<file path="src/design/rgbhsl_pkg.sv">
package rgbhsl_pkg;

    // channel range
    localparam int CH_W      = 6;
    localparam int CH_MAX    = 63;
    localparam int TWO_CH    = 2 * CH_MAX;
    localparam int CH_TOP    = (1 << CH_W) - 1;
    localparam int SUM_W     = CH_W + 1;
    localparam int SUM_MAX   = 2 * CH_TOP;

    // result fields
    localparam int HUE_W     = 9;
    localparam int SAT_W     = 7;
    localparam int LIT_W     = 7;
    localparam int PCT_MAX   = 100;
    localparam int PCT_HALF  = 50;
    localparam int DEG_FULL  = 360;
    localparam int DEG_GREEN = 120;
    localparam int DEG_BLUE  = 240;
    localparam int DEG_SECT  = 60;

    // stream widths
    localparam int IN_TDATA_W  = ((3 * CH_W + 7) / 8) * 8;
    localparam int OUT_TDATA_W = ((HUE_W + SAT_W + LIT_W + 7) / 8) * 8;

    // lightness: sum * 100 / (2 * CH_MAX) by reciprocal multiply
    localparam int    L_SH     = 23;
    localparam longint L_RECIP = ((longint'(1) << L_SH) + TWO_CH - 1) / TWO_CH;
    localparam longint L_MUL   = L_RECIP * PCT_MAX;
    localparam int    LM_W     = $clog2(L_MUL + 1);
    localparam int    LPROD_W  = SUM_W + LM_W;
    localparam int    LRAW_W   = $clog2(SUM_MAX * PCT_MAX / TWO_CH + 1);

    // divider operands
    localparam int QUO_W   = 7;
    localparam int QB_W    = $clog2(QUO_W);
    localparam int DEN_RAW = $clog2(TWO_CH + 1);
    localparam int DEN_W   = (DEN_RAW > SUM_W) ? DEN_RAW : SUM_W;
    localparam int SNUM_W  = $clog2(CH_TOP * PCT_MAX + 1);
    localparam int HNUM_W  = $clog2(CH_TOP * DEG_SECT + 1);
    localparam int SDIV_W  = (SNUM_W > DEN_W + QUO_W - 1) ? SNUM_W : DEN_W + QUO_W - 1;
    localparam int HDIV_W  = (HNUM_W > CH_W + QUO_W - 1) ? HNUM_W : CH_W + QUO_W - 1;
    localparam int OVF_K   = PCT_MAX + 1;
    localparam int OVF_RAW = DEN_W + $clog2(OVF_K + 1);
    localparam int OVF_W   = (OVF_RAW > SNUM_W) ? OVF_RAW : SNUM_W;

    // pipeline depth
    localparam int FRONT_STG = 3;
    localparam int N_STG     = FRONT_STG + QUO_W + 1;

    typedef enum logic [1:0] {
        SEC_RED,
        SEC_GREEN,
        SEC_BLUE
    } t_sector;

    // partial remainders and quotients of both divisions
    typedef struct packed {
        logic [SNUM_W-1:0] snum;
        logic [DEN_W-1:0]  sden;
        logic [QUO_W-1:0]  squo;
        logic [HNUM_W-1:0] hnum;
        logic [CH_W-1:0]   hden;
        logic [QUO_W-1:0]  hquo;
    } t_div;

    // fields carried alongside the divider
    typedef struct packed {
        logic             gray;
        logic             ovf;
        logic             hneg;
        t_sector          sec;
        logic [LIT_W-1:0] light;
    } t_side;

endpackage

</file>
<file path="src/design/rgbhsl_front.sv">
module rgbhsl_front (
    input  logic                                i_clk,
    input  logic [rgbhsl_pkg::FRONT_STG-1:0]    i_ld,
    input  logic [rgbhsl_pkg::CH_W-1:0]         i_red,
    input  logic [rgbhsl_pkg::CH_W-1:0]         i_green,
    input  logic [rgbhsl_pkg::CH_W-1:0]         i_blue,
    output rgbhsl_pkg::t_div                    o_div,
    output rgbhsl_pkg::t_side                   o_side
);
    import rgbhsl_pkg::*;

    // stage 1 registers
    logic [CH_W-1:0]        r_mx, r_mn, n_mx, n_mn;
    t_sector                r_sec1, n_sec1;
    logic signed [CH_W:0]   r_diff, n_diff;

    // stage 2 registers
    logic [SUM_W-1:0]       r_sum, n_sum;
    logic [CH_W-1:0]        r_delta, n_delta;
    logic [LPROD_W-1:0]     r_lprod, n_lprod;
    logic                   r_hneg2, n_hneg2;
    logic [HNUM_W-1:0]      r_hnum2, n_hnum2;
    t_sector                r_sec2;

    // stage 3 registers
    t_div                   r_div, n_div;
    t_side                  r_side, n_side;

    // stage 2 and stage 3 working signals
    logic [CH_W-1:0]        mag;
    logic [LRAW_W-1:0]      l_raw;
    logic                   l_lo;
    logic [DEN_W-1:0]       den;
    logic                   den_np;
    logic [SNUM_W-1:0]      snum;

    // max, min and the channel that leads the hue
    always_comb begin
        n_mx = i_red;
        if (i_green > n_mx) n_mx = i_green;
        if (i_blue > n_mx) n_mx = i_blue;
        n_mn = i_red;
        if (i_green < n_mn) n_mn = i_green;
        if (i_blue < n_mn) n_mn = i_blue;
        if (i_red >= i_green && i_red >= i_blue) begin
            n_sec1 = SEC_RED;
            n_diff = $signed({1'b0, i_green}) - $signed({1'b0, i_blue});
        end else if (i_green >= i_blue) begin
            n_sec1 = SEC_GREEN;
            n_diff = $signed({1'b0, i_blue}) - $signed({1'b0, i_red});
        end else begin
            n_sec1 = SEC_BLUE;
            n_diff = $signed({1'b0, i_red}) - $signed({1'b0, i_green});
        end
    end

    always_ff @(posedge i_clk) begin
        if (i_ld[0]) begin
            r_mx   <= n_mx;
            r_mn   <= n_mn;
            r_sec1 <= n_sec1;
            r_diff <= n_diff;
        end
    end

    // sum, spread, lightness product and hue numerator magnitude
    always_comb begin
        n_sum   = SUM_W'(r_mx) + SUM_W'(r_mn);
        n_delta = r_mx - r_mn;
        n_lprod = LPROD_W'(n_sum) * LPROD_W'(L_MUL);
        n_hneg2 = r_diff[CH_W];
        mag     = n_hneg2 ? CH_W'(-r_diff) : CH_W'(r_diff);
        n_hnum2 = HNUM_W'(mag) * HNUM_W'(DEG_SECT);
    end

    always_ff @(posedge i_clk) begin
        if (i_ld[1]) begin
            r_sum   <= n_sum;
            r_delta <= n_delta;
            r_lprod <= n_lprod;
            r_hneg2 <= n_hneg2;
            r_hnum2 <= n_hnum2;
            r_sec2  <= r_sec1;
        end
    end

    // lightness, saturation divisor and overflow check
    always_comb begin
        l_raw  = r_lprod[L_SH +: LRAW_W];
        l_lo   = (l_raw < LRAW_W'(PCT_HALF));
        den_np = !l_lo && (DEN_W'(r_sum) >= DEN_W'(TWO_CH));
        den    = l_lo ? DEN_W'(r_sum) : DEN_W'(TWO_CH) - DEN_W'(r_sum);
        snum   = SNUM_W'(r_delta) * SNUM_W'(PCT_MAX);

        n_div.snum = snum;
        n_div.sden = den;
        n_div.squo = '0;
        n_div.hnum = r_hnum2;
        n_div.hden = r_delta;
        n_div.hquo = '0;

        n_side.gray  = (r_delta == '0);
        n_side.ovf   = den_np || (OVF_W'(snum) >= OVF_W'(den) * OVF_W'(OVF_K));
        n_side.hneg  = r_hneg2;
        n_side.sec   = r_sec2;
        n_side.light = (l_raw > LRAW_W'(PCT_MAX)) ? LIT_W'(PCT_MAX) : LIT_W'(l_raw);
    end

    always_ff @(posedge i_clk) begin
        if (i_ld[2]) begin
            r_div  <= n_div;
            r_side <= n_side;
        end
    end

    assign o_div  = r_div;
    assign o_side = r_side;

endmodule

</file>
<file path="src/design/rgbhsl_div_step.sv">
module rgbhsl_div_step (
    input  logic                         i_clk,
    input  logic                         i_ld,
    input  logic [rgbhsl_pkg::QB_W-1:0]  i_bit,
    input  rgbhsl_pkg::t_div             i_div,
    input  rgbhsl_pkg::t_side            i_side,
    output rgbhsl_pkg::t_div             o_div,
    output rgbhsl_pkg::t_side            o_side
);
    import rgbhsl_pkg::*;

    t_div               r_div, n_div;
    t_side              r_side;
    logic [SDIV_W-1:0]  s_sh;
    logic [HDIV_W-1:0]  h_sh;
    logic [QUO_W-1:0]   qbit;

    // one restoring step for saturation and hue quotients
    always_comb begin
        n_div = i_div;
        s_sh  = SDIV_W'(i_div.sden) << i_bit;
        h_sh  = HDIV_W'(i_div.hden) << i_bit;
        qbit  = QUO_W'(1) << i_bit;
        if (SDIV_W'(i_div.snum) >= s_sh) begin
            n_div.snum = SNUM_W'(SDIV_W'(i_div.snum) - s_sh);
            n_div.squo = i_div.squo | qbit;
        end
        if (HDIV_W'(i_div.hnum) >= h_sh) begin
            n_div.hnum = HNUM_W'(HDIV_W'(i_div.hnum) - h_sh);
            n_div.hquo = i_div.hquo | qbit;
        end
    end

    always_ff @(posedge i_clk) begin
        if (i_ld) begin
            r_div  <= n_div;
            r_side <= i_side;
        end
    end

    assign o_div  = r_div;
    assign o_side = r_side;

endmodule

</file>
<file path="src/design/rgbhsl_back.sv">
module rgbhsl_back (
    input  logic                          i_clk,
    input  logic                          i_ld,
    input  rgbhsl_pkg::t_div              i_div,
    input  rgbhsl_pkg::t_side             i_side,
    output logic [rgbhsl_pkg::HUE_W-1:0]  o_hue,
    output logic [rgbhsl_pkg::SAT_W-1:0]  o_sat,
    output logic [rgbhsl_pkg::LIT_W-1:0]  o_light
);
    import rgbhsl_pkg::*;

    logic [HUE_W-1:0] r_hue, n_hue;
    logic [SAT_W-1:0] r_sat, n_sat;
    logic [LIT_W-1:0] r_light;
    logic [HUE_W-1:0] q_h;

    // hue offset by sector, saturation clamp, gray override
    always_comb begin
        q_h = HUE_W'(i_div.hquo);
        case (i_side.sec)
            SEC_RED: begin
                n_hue = (i_side.hneg && q_h != '0) ? HUE_W'(DEG_FULL) - q_h : q_h;
            end
            SEC_GREEN: begin
                n_hue = i_side.hneg ? HUE_W'(DEG_GREEN) - q_h : HUE_W'(DEG_GREEN) + q_h;
            end
            SEC_BLUE: begin
                n_hue = i_side.hneg ? HUE_W'(DEG_BLUE) - q_h : HUE_W'(DEG_BLUE) + q_h;
            end
            default: begin
                n_hue = '0;
            end
        endcase
        if (i_side.ovf || i_div.squo > QUO_W'(PCT_MAX)) begin
            n_sat = SAT_W'(PCT_MAX);
        end else begin
            n_sat = SAT_W'(i_div.squo);
        end
        if (i_side.gray) begin
            n_hue = '0;
            n_sat = '0;
        end
    end

    always_ff @(posedge i_clk) begin
        if (i_ld) begin
            r_hue   <= n_hue;
            r_sat   <= n_sat;
            r_light <= i_side.light;
        end
    end

    assign o_hue   = r_hue;
    assign o_sat   = r_sat;
    assign o_light = r_light;

endmodule

</file>
<file path="src/design/rgb6_to_hsl_converter_unit.sv">
// channel    | dir | tdata fields (low bit first)
// s_axis     | in  | red[5:0], green[11:6], blue[17:12], zero pad to 24
// m_axis     | out | hue[8:0], saturation[15:9], lightness[22:16], zero pad to 24
//
// eleven register stages: three front stages (max/min, lightness multiply,
// saturation divisor), seven restoring divider steps, one output stage
// one transaction per clock in and out while the output is not stalled
// each stage has its own valid bit; a stalled stage holds while empty stages
// upstream of it keep filling, so bubbles are squeezed out
// synchronous active-low reset clears the valid bits only
module rgb6_to_hsl_converter_unit (
    input  logic                                  i_clk,
    input  logic                                  i_rst_n,
    input  logic                                  i_s_axis_tvalid,
    output logic                                  o_s_axis_tready,
    // red, green, blue
    input  logic [rgbhsl_pkg::IN_TDATA_W-1:0]     i_s_axis_tdata,
    output logic                                  o_m_axis_tvalid,
    input  logic                                  i_m_axis_tready,
    // hue, saturation, lightness
    output logic [rgbhsl_pkg::OUT_TDATA_W-1:0]    o_m_axis_tdata
);
    import rgbhsl_pkg::*;

    logic [N_STG-1:0]  r_vld;
    logic [N_STG-1:0]  ld;
    t_div              div_chain  [0:QUO_W];
    t_side             side_chain [0:QUO_W];
    logic [HUE_W-1:0]  hue;
    logic [SAT_W-1:0]  sat;
    logic [LIT_W-1:0]  light;

    // stage load enables, from the output back to the input
    always_comb begin
        ld[N_STG-1] = !r_vld[N_STG-1] || i_m_axis_tready;
        for (int k = N_STG - 2; k >= 0; k--) begin
            ld[k] = !r_vld[k] || ld[k+1];
        end
    end

    // valid bits travel with the data
    always_ff @(posedge i_clk) begin
        if (!i_rst_n) begin
            r_vld <= '0;
        end else begin
            for (int k = 0; k < N_STG; k++) begin
                if (ld[k]) begin
                    r_vld[k] <= (k == 0) ? i_s_axis_tvalid : r_vld[(k == 0) ? 0 : k-1];
                end
            end
        end
    end

    rgbhsl_front u_front (
        .i_clk   (i_clk),
        .i_ld    (ld[FRONT_STG-1:0]),
        .i_red   (i_s_axis_tdata[CH_W-1:0]),
        .i_green (i_s_axis_tdata[2*CH_W-1:CH_W]),
        .i_blue  (i_s_axis_tdata[3*CH_W-1:2*CH_W]),
        .o_div   (div_chain[0]),
        .o_side  (side_chain[0])
    );

    // divider steps, most significant quotient bit first
    for (genvar j = 0; j < QUO_W; j++) begin : g_div
        rgbhsl_div_step u_step (
            .i_clk  (i_clk),
            .i_ld   (ld[FRONT_STG+j]),
            .i_bit  (QB_W'(QUO_W - 1 - j)),
            .i_div  (div_chain[j]),
            .i_side (side_chain[j]),
            .o_div  (div_chain[j+1]),
            .o_side (side_chain[j+1])
        );
    end

    rgbhsl_back u_back (
        .i_clk   (i_clk),
        .i_ld    (ld[N_STG-1]),
        .i_div   (div_chain[QUO_W]),
        .i_side  (side_chain[QUO_W]),
        .o_hue   (hue),
        .o_sat   (sat),
        .o_light (light)
    );

    assign o_s_axis_tready = ld[0];
    assign o_m_axis_tvalid = r_vld[N_STG-1];
    assign o_m_axis_tdata  = OUT_TDATA_W'({light, sat, hue});

endmodule

</file>
<file path="config.mk">
export PLATFORM = sky130hd
export DESIGN_NAME = rgb6_to_hsl_converter_unit
export DESIGN_NICKNAME = d
export VERILOG_FILES = /design/src/design/rgbhsl_pkg.sv /design/src/design/rgbhsl_front.sv /design/src/design/rgbhsl_div_step.sv /design/src/design/rgbhsl_back.sv /design/src/design/rgb6_to_hsl_converter_unit.sv
export SDC_FILE = /design/constraint.sdc
export NUM_CORES = 1
export LEC_CHECK = 0
export BUFFER_PORTS_ARGS = -buffer_cell sky130_fd_sc_hd__clkbuf_2
export CAP_MARGIN = 10
export CORE_UTILIZATION = 69
export CTS_CLUSTER_DIAMETER = 30
export DETAILED_ROUTE_END_ITERATION = 10
export PLACE_DENSITY = 0.86
export SETUP_SLACK_MARGIN = 0.5
export SYNTH_ARGS = -nofsm -noshare
export SYNTH_HDL_FRONTEND = slang
export SYNTH_SLANG_ARGS = --single-unit
</file>
<file path="constraint.sdc">
create_clock -name i_clk -period 9.35 [get_ports i_clk]
set_input_delay 0 -clock i_clk [delete_from_list [all_inputs] [get_ports i_clk]]
set_output_delay 0 -clock i_clk [all_outputs]
set_load 0.05 [all_outputs]
</file>
==> qor.yml, run 1 <==
outcome: "complete, no violations"
drive_gt1_share_pct: 10.5
die_w_um: 196
portBuffers: 46
wl_um: 53100
diodes: 0
nFillCells: 1903
rsz0062_at_grt: "no"
synth_edf_count: 449
crit_type: "register to register"
num_rows: 70
wire_per_inst_um: 19.1
final_cell_area_mm2: 0.0298
insertion_delay_ns: 0.59
hpwl_um: 34700
finClkSkew_ns: 0.0326
netlist_instances: 2106
drt-vias-per-instance: 6.02
die_h_um: 196
finalMaxSlewViolations: 0
finalCritPeriodShare_pct: 64.5
htree_levels: 3
grt_pass1_wl_um: 85300
finish.net_count: 2613
hold_class: "primary input to register"
clk_transition_reported_paths_ns: 0.05
grt_start_max_net_pins: 60
relSlewSlack_pct: 20.8
worst-slew-pin-transition_ns: 1.19
die_area_mm2: 0.0383
synth.cell_area_mm2: 0.0259
gp_congestion: 0.937
grt_pass1_vias: 17494
arrival_ns: 6.36
yosys_register_bits: 460
drt_iter0_markers: 1031
cp-start-kind: "register"
async_reset_ff_share_pct: 0
avgSynthCellArea_um2: 12.3
final_antenna_net_count: 0
max_freq_ghz: 0.166
maxCapViolations: 0
pin_count: 54
initial_core_util_pct: 70.4
yosys_warnings: 0
coreArea_mm2: 0.0368
grt-ovfl-total: 0
drc_errors: 0
finalHoldViolCount: 0
ys_seq_area_share_pct: 52.9
reg2reg_slack_ns: 3.31
cts_buffers: 79
hold_slack_ns: 0.0153
layout_common_cells: "edfxtp_1 (449), ha_1 (294), inv_1 (282)"
dpl_cell_area_mm2: 0.0266
drtPass1Iterations: 6
cts_resized: 0
layout.cells.most_common: "edfxtp_1"
cts_tree: "done"
ys_types: 82
syn_nets: 2480
syn2layout_area_growth_pct: 14.8
vias: 16701
clock_sinks: 460
antenna_found_initial: 0
cts_root_buf: "clkbuf_16"
synthFlopType: "edfxtp_1"
cp.required_ns: 9.67
grt_usage_pct: 28.3
setup_viol: 0
period_minus_slack_ns: 6.04
crit_path_max_fanout: 6
worstSetupEndpointType: "register"
ctsLongestPathBuffers: 3
setup_tns_ns: 0
-- flip-flops by register name, summed over array words and instances (netlist names), 9 cells and up --
signal / cells
g_div.u_step.o_div: 247
g_div.u_step.o_side: 84
u_front.o_div: 30
u_front.o_side: 12
r_vld: 11
u_front.r_hnum2: 10
u_back.o_hue: 9
-- final timing paths --
path	from	to	depth (start not counted)
worst max-delay path	u_front.r_mn[1]	u_front.r_lprod[28]	22
worst min-delay path	i_s_axis_tdata[10]	u_front.r_mn[4]	3
worst min register to register	g_div[1].u_step.o_div[31]	g_div[2].u_step.o_div[31]	0
worst max register to register	u_front.r_mn[1]	u_front.r_lprod[28]	22
-- kinds of logic (layout without fill, tap and decap cells) --
| family | count (synthesis) | count (layout) | synth area share (%) |
|---|---|---|---|
| simple gates | 416 | 416 | 8.19 |
| mux | 66 | 66 | 2.68 |
| xor+xnor | 120 | 120 | 4.06 |
| compound gates | 385 | 385 | 9.38 |
| fa+ha+maj | 346 | 346 | 18.2 |
| other cells | 1 | 1 | 0.0145 |
| buf+inv | 312 | 510 | 4.59 |
| flops | 460 | 460 | 52.9 |
-- final cells by class --
class	instances	area (um^2)	share of cell area, %
Sequential cell	460	13700	46.0
Multi-Input combinational cell	1334	11000	37.1
Clock buffer	88	2130	7.15
Inverter	286	1070	3.61
Clock inverter	58	682	2.29
Tap cell	468	586	1.97
Timing Repair Buffer	78	561	1.88
-- synth_stat cells, types with 6 or more instances --
cell type / instances / area, um^2
o21ai_0: 93 / 465
ha_1: 294 / 3680
nor2_1: 123 / 462
inv_1: 285 / 1070
or2_2: 6 / 37.5
xnor2_1: 64 / 561
buf_2: 8 / 40.0
edfxtp_1: 449 / 13500
and3_1: 13 / 81.3
or3_1: 9 / 56.3
nand3_1: 14 / 70.1
mux2_2: 23 / 259
a211oi_1: 13 / 97.6
mux2i_1: 41 / 410
clkbuf_1: 14 / 52.6
nand2b_1: 24 / 150
nor4_1: 21 / 131
nor2b_1: 48 / 300
xor2_1: 56 / 490
a21oi_1: 127 / 636
nand4_1: 17 / 106
o31a_1: 6 / 52.6
nor3b_1: 7 / 52.6
o31ai_1: 15 / 113
dfxtp_1: 11 / 220
o21a_1: 31 / 233
nor3_1: 26 / 130
a21boi_0: 6 / 45.0
fa_1: 52 / 1040
a31oi_1: 12 / 75.1
and2_1: 7 / 43.8
nand2_1: 82 / 308
a21o_1: 25 / 188
o21bai_1: 11 / 82.6
-- through the flow --
| step | setup WS, ns | utilization (%) | cells |
|---|---|---|---|
| after global placement | 3.44 | 72.4 | 2598 |
| after detailed placement | 3.35 | 72.4 | 2598 |
| after CTS | 3.32 | 80.8 | 2770 |
| after floorplan | 4.01 | - | 2106 |
| after global routing | 2.91 | 80.9 | 2772 |
| final | 3.31 | 80.9 | 2772 |
-- worst max-delay path: stages (launching register included) --
cell	delay, ns
edfxtp_1	0.47
inv_1	0.08
ha_1	0.32
nor3b_1	0.35
or3_1	0.17
a21oi_1	0.06
nor2_1	0.08
nor2_1	0.07
xnor2_1	0.61
ha_1	0.39
fa_1	0.52
ha_1	0.30
inv_1	0.05
fa_1	0.49
inv_1	0.04
ha_1	0.33
nand4_1	0.18
inv_1	0.09
a211oi_1	0.33
nand3_2	0.22
a31oi_4	0.29
o21ai_0	0.15
xor2_1	0.16
-- metal layers --
metal | vias up | GRT usage, % | part of all wire (%)
met3 | 203 | 3.90 | 4.6
met5 | - | 0 | 0
li1 | 7862 | - | -
met2 | 649 | 53.5 | 53
met4 | 0 | 15.7 | 4.8
met1 | 7987 | 30.4 | 37
-- repair_timing --
action | 4_1_cts | 5_1_grt
endpoints found under the hold margin | 23 | 0
hold buffers | 26 | 0
buffers inserted | 0 | 0
Power of run 1 is left out: the tool's default activity adds up to more than one toggle a clock period on the data nets, which glitch-free logic cannot reach.
==> run 2: changes to the inputs <==
--- a/config.mk
+++ b/config.mk
@@ -5,12 +5,13 @@
 export SDC_FILE = /design/constraint.sdc
 export NUM_CORES = 1
 export LEC_CHECK = 0
+export ABC_AREA = 1
 export BUFFER_PORTS_ARGS = -buffer_cell sky130_fd_sc_hd__clkbuf_2
 export CAP_MARGIN = 10
-export CORE_UTILIZATION = 69
+export CORE_UTILIZATION = 58
 export CTS_CLUSTER_DIAMETER = 30
 export DETAILED_ROUTE_END_ITERATION = 10
-export PLACE_DENSITY = 0.86
+export PLACE_DENSITY = 0.77
 export SETUP_SLACK_MARGIN = 0.5
 export SYNTH_ARGS = -nofsm -noshare
 export SYNTH_HDL_FRONTEND = slang
==> constraint.sdc (replaced) <==
create_clock -name i_clk -period 5.3 [get_ports i_clk]
set_input_delay 0 -clock i_clk [delete_from_list [all_inputs] [get_ports i_clk]]
set_output_delay 0 -clock i_clk [all_outputs]
set_load 0.05 [all_outputs]
==> run 2 against run 1 <==
Cell area increased by 5.8%. Maximum frequency increased by 25%. Via count increased by 8.5%. Clock skew decreased by 0.0073 ns. Synthesized cell count increased by 18%. Core utilization decreased by 12 points. Critical path type unchanged.
==> qor.yml, run 2 <==
outcome: "complete, no violations"  # unchanged
critPathCapture: "u_front.r_lprod[28]"  # unchanged
crit_path_max_fanout: 4  # was 6
worst-r2r-cell-count: 26  # was 22
clock_sinks: 460  # unchanged
hold_class: "primary input to register"  # unchanged
cp.required_ns: 5.66  # was 9.67 ns
reg2reg_slack_ns: 0.49  # was 3.31 ns
drtPass1Iterations: 5  # was 6
crit_type: "register to register"  # unchanged
drt_iter0_markers: 1099  # was 1031
cp_top_family: "adder cells"  # unchanged
ys_types: 60  # was 82
portBuffers: 46  # unchanged
relSlewSlack_pct: 17.3  # was 20.8%
grt_usage_pct: 22.6  # was 28.3%
maxCapViolations: 0  # unchanged
met3_usage_pct: 3.83  # was 3.90%
avgSynthCellArea_um2: 10.8  # was 12.3 um^2
ys_seq_area_share_pct: 51.3  # was 52.9%
htree_levels: 3  # unchanged
final_antenna_net_count: 0  # unchanged
insertion_delay_ns: 0.61  # was 0.59 ns
drive_gt1_share_pct: 15.2  # was 10.5%
synthFlopType: "edfxtp_1"  # unchanged
antenna_found_initial: 0  # unchanged
wire_per_inst_um: 16.0  # was 19.1 um
synth_common_cells: "edfxtp_1 (449), inv_1 (398), nand2_1 (364)"  # was edfxtp_1 (449), ha_1 (294), inv_1 (285)
die_h_um: 217  # was 196 um
worst-slew-pin-transition_ns: 1.24  # was 1.19 ns
hpwl_um: 36700  # was 34700 um
use_met1_pct: 23.2  # was 30.4%
cts_root_buf: "clkbuf_16"  # unchanged
grt-busiest-layer: "met2"  # unchanged
finalHoldViolCount: 0  # unchanged
clk_transition_reported_paths_ns: 0.05  # about the same
yosys_register_bits: 460  # unchanged
async_reset_ff_share_pct: 0  # unchanged
gp_congestion: 0.910  # was 0.937
finalMaxSlewViolations: 0  # unchanged
initial_core_util_pct: 58.8  # was 70.4%
ctsLongestPathBuffers: 3  # unchanged
coreArea_mm2: 0.0454  # was 0.0368 mm^2
cts_buffers: 84  # was 79
cp.depth: 26  # was 22
setup_tns_ns: 0  # unchanged
crit_slowest_cell: "fa_1"  # was xnor2_1
critPathMaxStageDelay_ns: 0.56  # was 0.61 ns
largest_reg_flops: 247  # unchanged
num_rows: 78  # was 70
max_freq_ghz: 0.208  # was 0.166 GHz
synth.cell_area_mm2: 0.0267  # was 0.0259 mm^2
grt-ovfl-total: 0  # unchanged
period_minus_slack_ns: 4.81  # was 6.04 ns
synth_area_leaders: "edfxtp_1 (51%), ha_1 (14%), inv_1 (5.6%)"  # was edfxtp_1 (52%), ha_1 (14%), inv_1 (4.1%)
grt_pass1_vias: 18616  # was 17494
grt_use_met2_pct: 43.7  # was 53.5%
syn_nets: 2854  # was 2480
synth_top_area_share_pct: 50.5  # was 52.0%
grt_pass1_wl_um: 85600  # was 85300 um
diodes: 0  # unchanged
drt-vias-per-instance: 5.46  # was 6.02
crit_path_start: "u_front.r_mx[2]"  # was u_front.r_mn[1]
layout.cells.most_common: "edfxtp_1"  # unchanged
cp-start-kind: "register"  # unchanged
grt_start_max_net_pins: 61  # was 60
finClkSkew_ns: 0.0253  # was 0.0326 ns
finalCritPeriodShare_pct: 90.8  # was 64.5%
wl_um: 53100  # about the same
finish.net_count: 3025  # was 2613
synth_most_common_cell: "edfxtp_1"  # unchanged
setup_viol: 0  # unchanged
r2r-end: "u_front.r_lprod[28]"  # unchanged
cts_tree: "done"  # unchanged
syn2layout_area_growth_pct: 17.9  # was 14.8%
die_area_mm2: 0.0469  # was 0.0383 mm^2
worstSetupEndpointType: "register"  # unchanged
arrival_ns: 5.17  # was 6.36 ns
cpMostUsedCell: "inv_2"
pin_count: 54  # unchanged
netlist_instances: 2480  # was 2106
path_buf_inv: 7  # was 4
synth_edf_count: 449  # unchanged
r2r-start: "u_front.r_mx[2]"  # was u_front.r_mn[1]
vias: 18117  # was 16701
rsz0062_at_grt: "yes"  # was no
die_w_um: 217  # was 196 um
drc_errors: 0  # unchanged
nFillCells: 3079  # was 1903
yosysTopAreaCell: "edfxtp_1"  # unchanged
yosys_warnings: 0  # unchanged
layout_common_cells: "edfxtp_1 (449), inv_1 (382), nand2_1 (347)"  # was edfxtp_1 (449), ha_1 (294), inv_1 (282)
-- run 2: changes by cell type after synthesis, sizes merged, moves of 27 or more --
| cell | previous run | this run |
|---|---|---|
| nand2 | 82 | 388 |
| inv | 285 | 408 |
| nand3 | 15 | 96 |
| nor2b | 49 | 0 |
| o21ai | 98 | 144 |
| nor2 | 123 | 166 |
| mux2i | 41 | 0 |
| a21oi | 129 | 165 |
| o21a | 31 | 4 |
-- run 2: stage by stage --
step	worst slack [ns]	util (%)	instance area [um^2]	instances	hold slack (ns)
2_1_floorplan	0.559	-	26700	2480	0.118
3_3_place_gp	0.201	60.8	27600	3112	0.229
3_5_place_dp	0.102	60.8	27600	3112	0.235
4_1_cts	0.479	68.3	31000	3304	0.0179
5_1_grt	0.252	69.3	31500	3321	0.0617
6_report	0.490	69.3	31500	3321	0.0373
-- run 2: repair_timing --
item,CTS,global route
gates resized for setup,38,86
endpoints found under the hold margin,24,0
pin swaps,15,66
hold buffers,22,0
setup endpoints to repair,8,8
setup buffers,14,17
-- run 2: worst min-delay path by stage --
stage                             startpoint              end  slack [ns]  cells after the start
after detailed placement             i_rst_n         r_vld[4]        0.23                      2
final                      i_s_axis_tdata[4]  u_front.r_mx[4]        0.04                      5
after floorplan                      i_rst_n         r_vld[4]        0.12                      1
after CTS                  i_s_axis_tdata[4]  u_front.r_mx[4]        0.02                      5
after global placement               i_rst_n         r_vld[4]        0.23                      2
after global routing      i_s_axis_tdata[11]  u_front.r_mx[5]        0.06                      4
-- run 2: final cells by class --
type | count | area, um^2 | share of cell area (%)
clock buffer | 94 | 2140 | 6.80
clock inverter | 62 | 724 | 2.30
inverter | 409 | 1540 | 4.89
multi-input combinational | 1588 | 11900 | 37.7
sequential | 460 | 13700 | 43.5
tap | 600 | 751 | 2.39
timing repair buffer | 108 | 758 | 2.41
-- run 2: worst reg2reg max path, stage by stage (launching register included) --
cell,delay (ns)
edfxtp_1,0.43
ha_4,0.33
inv_4,0.05
a21oi_2,0.14
nand2_1,0.08
nand2_2,0.09
nand2_2,0.06
a21oi_2,0.16
xor2_2,0.23
inv_2,0.12
ha_4,0.29
inv_2,0.04
fa_1,0.56
inv_2,0.05
fa_2,0.33
inv_2,0.07
fa_1,0.43
inv_2,0.08
ha_4,0.16
nand2_4,0.06
nor2_4,0.11
nand4_1,0.15
buf_4,0.18
nor3b_2,0.16
nand2_1,0.09
nand3_1,0.08
nand2_1,0.05
-- run 2: routing by layer --
metal  routed length [um]  share of wire, %
met5                    0                 0
met4                 2120               4.0
met3                 1780               3.4
met2                29100                55
met1                20100                38
-- run 2: logic make-up (layout without fill, tap and decap cells) --
kind of cell / after synthesis / count (layout) / synth area share, %
buf+inv: 432 / 673 / 6.33
other cells: 1 / 1 / 0.0141
fa+ha+maj: 346 / 346 / 17.7
xor+xnor: 115 / 115 / 3.77
simple gates: 739 / 739 / 12.5
flops: 460 / 460 / 51.3
compound gates: 387 / 387 / 8.32
Power of run 2 is left out for the same reason.
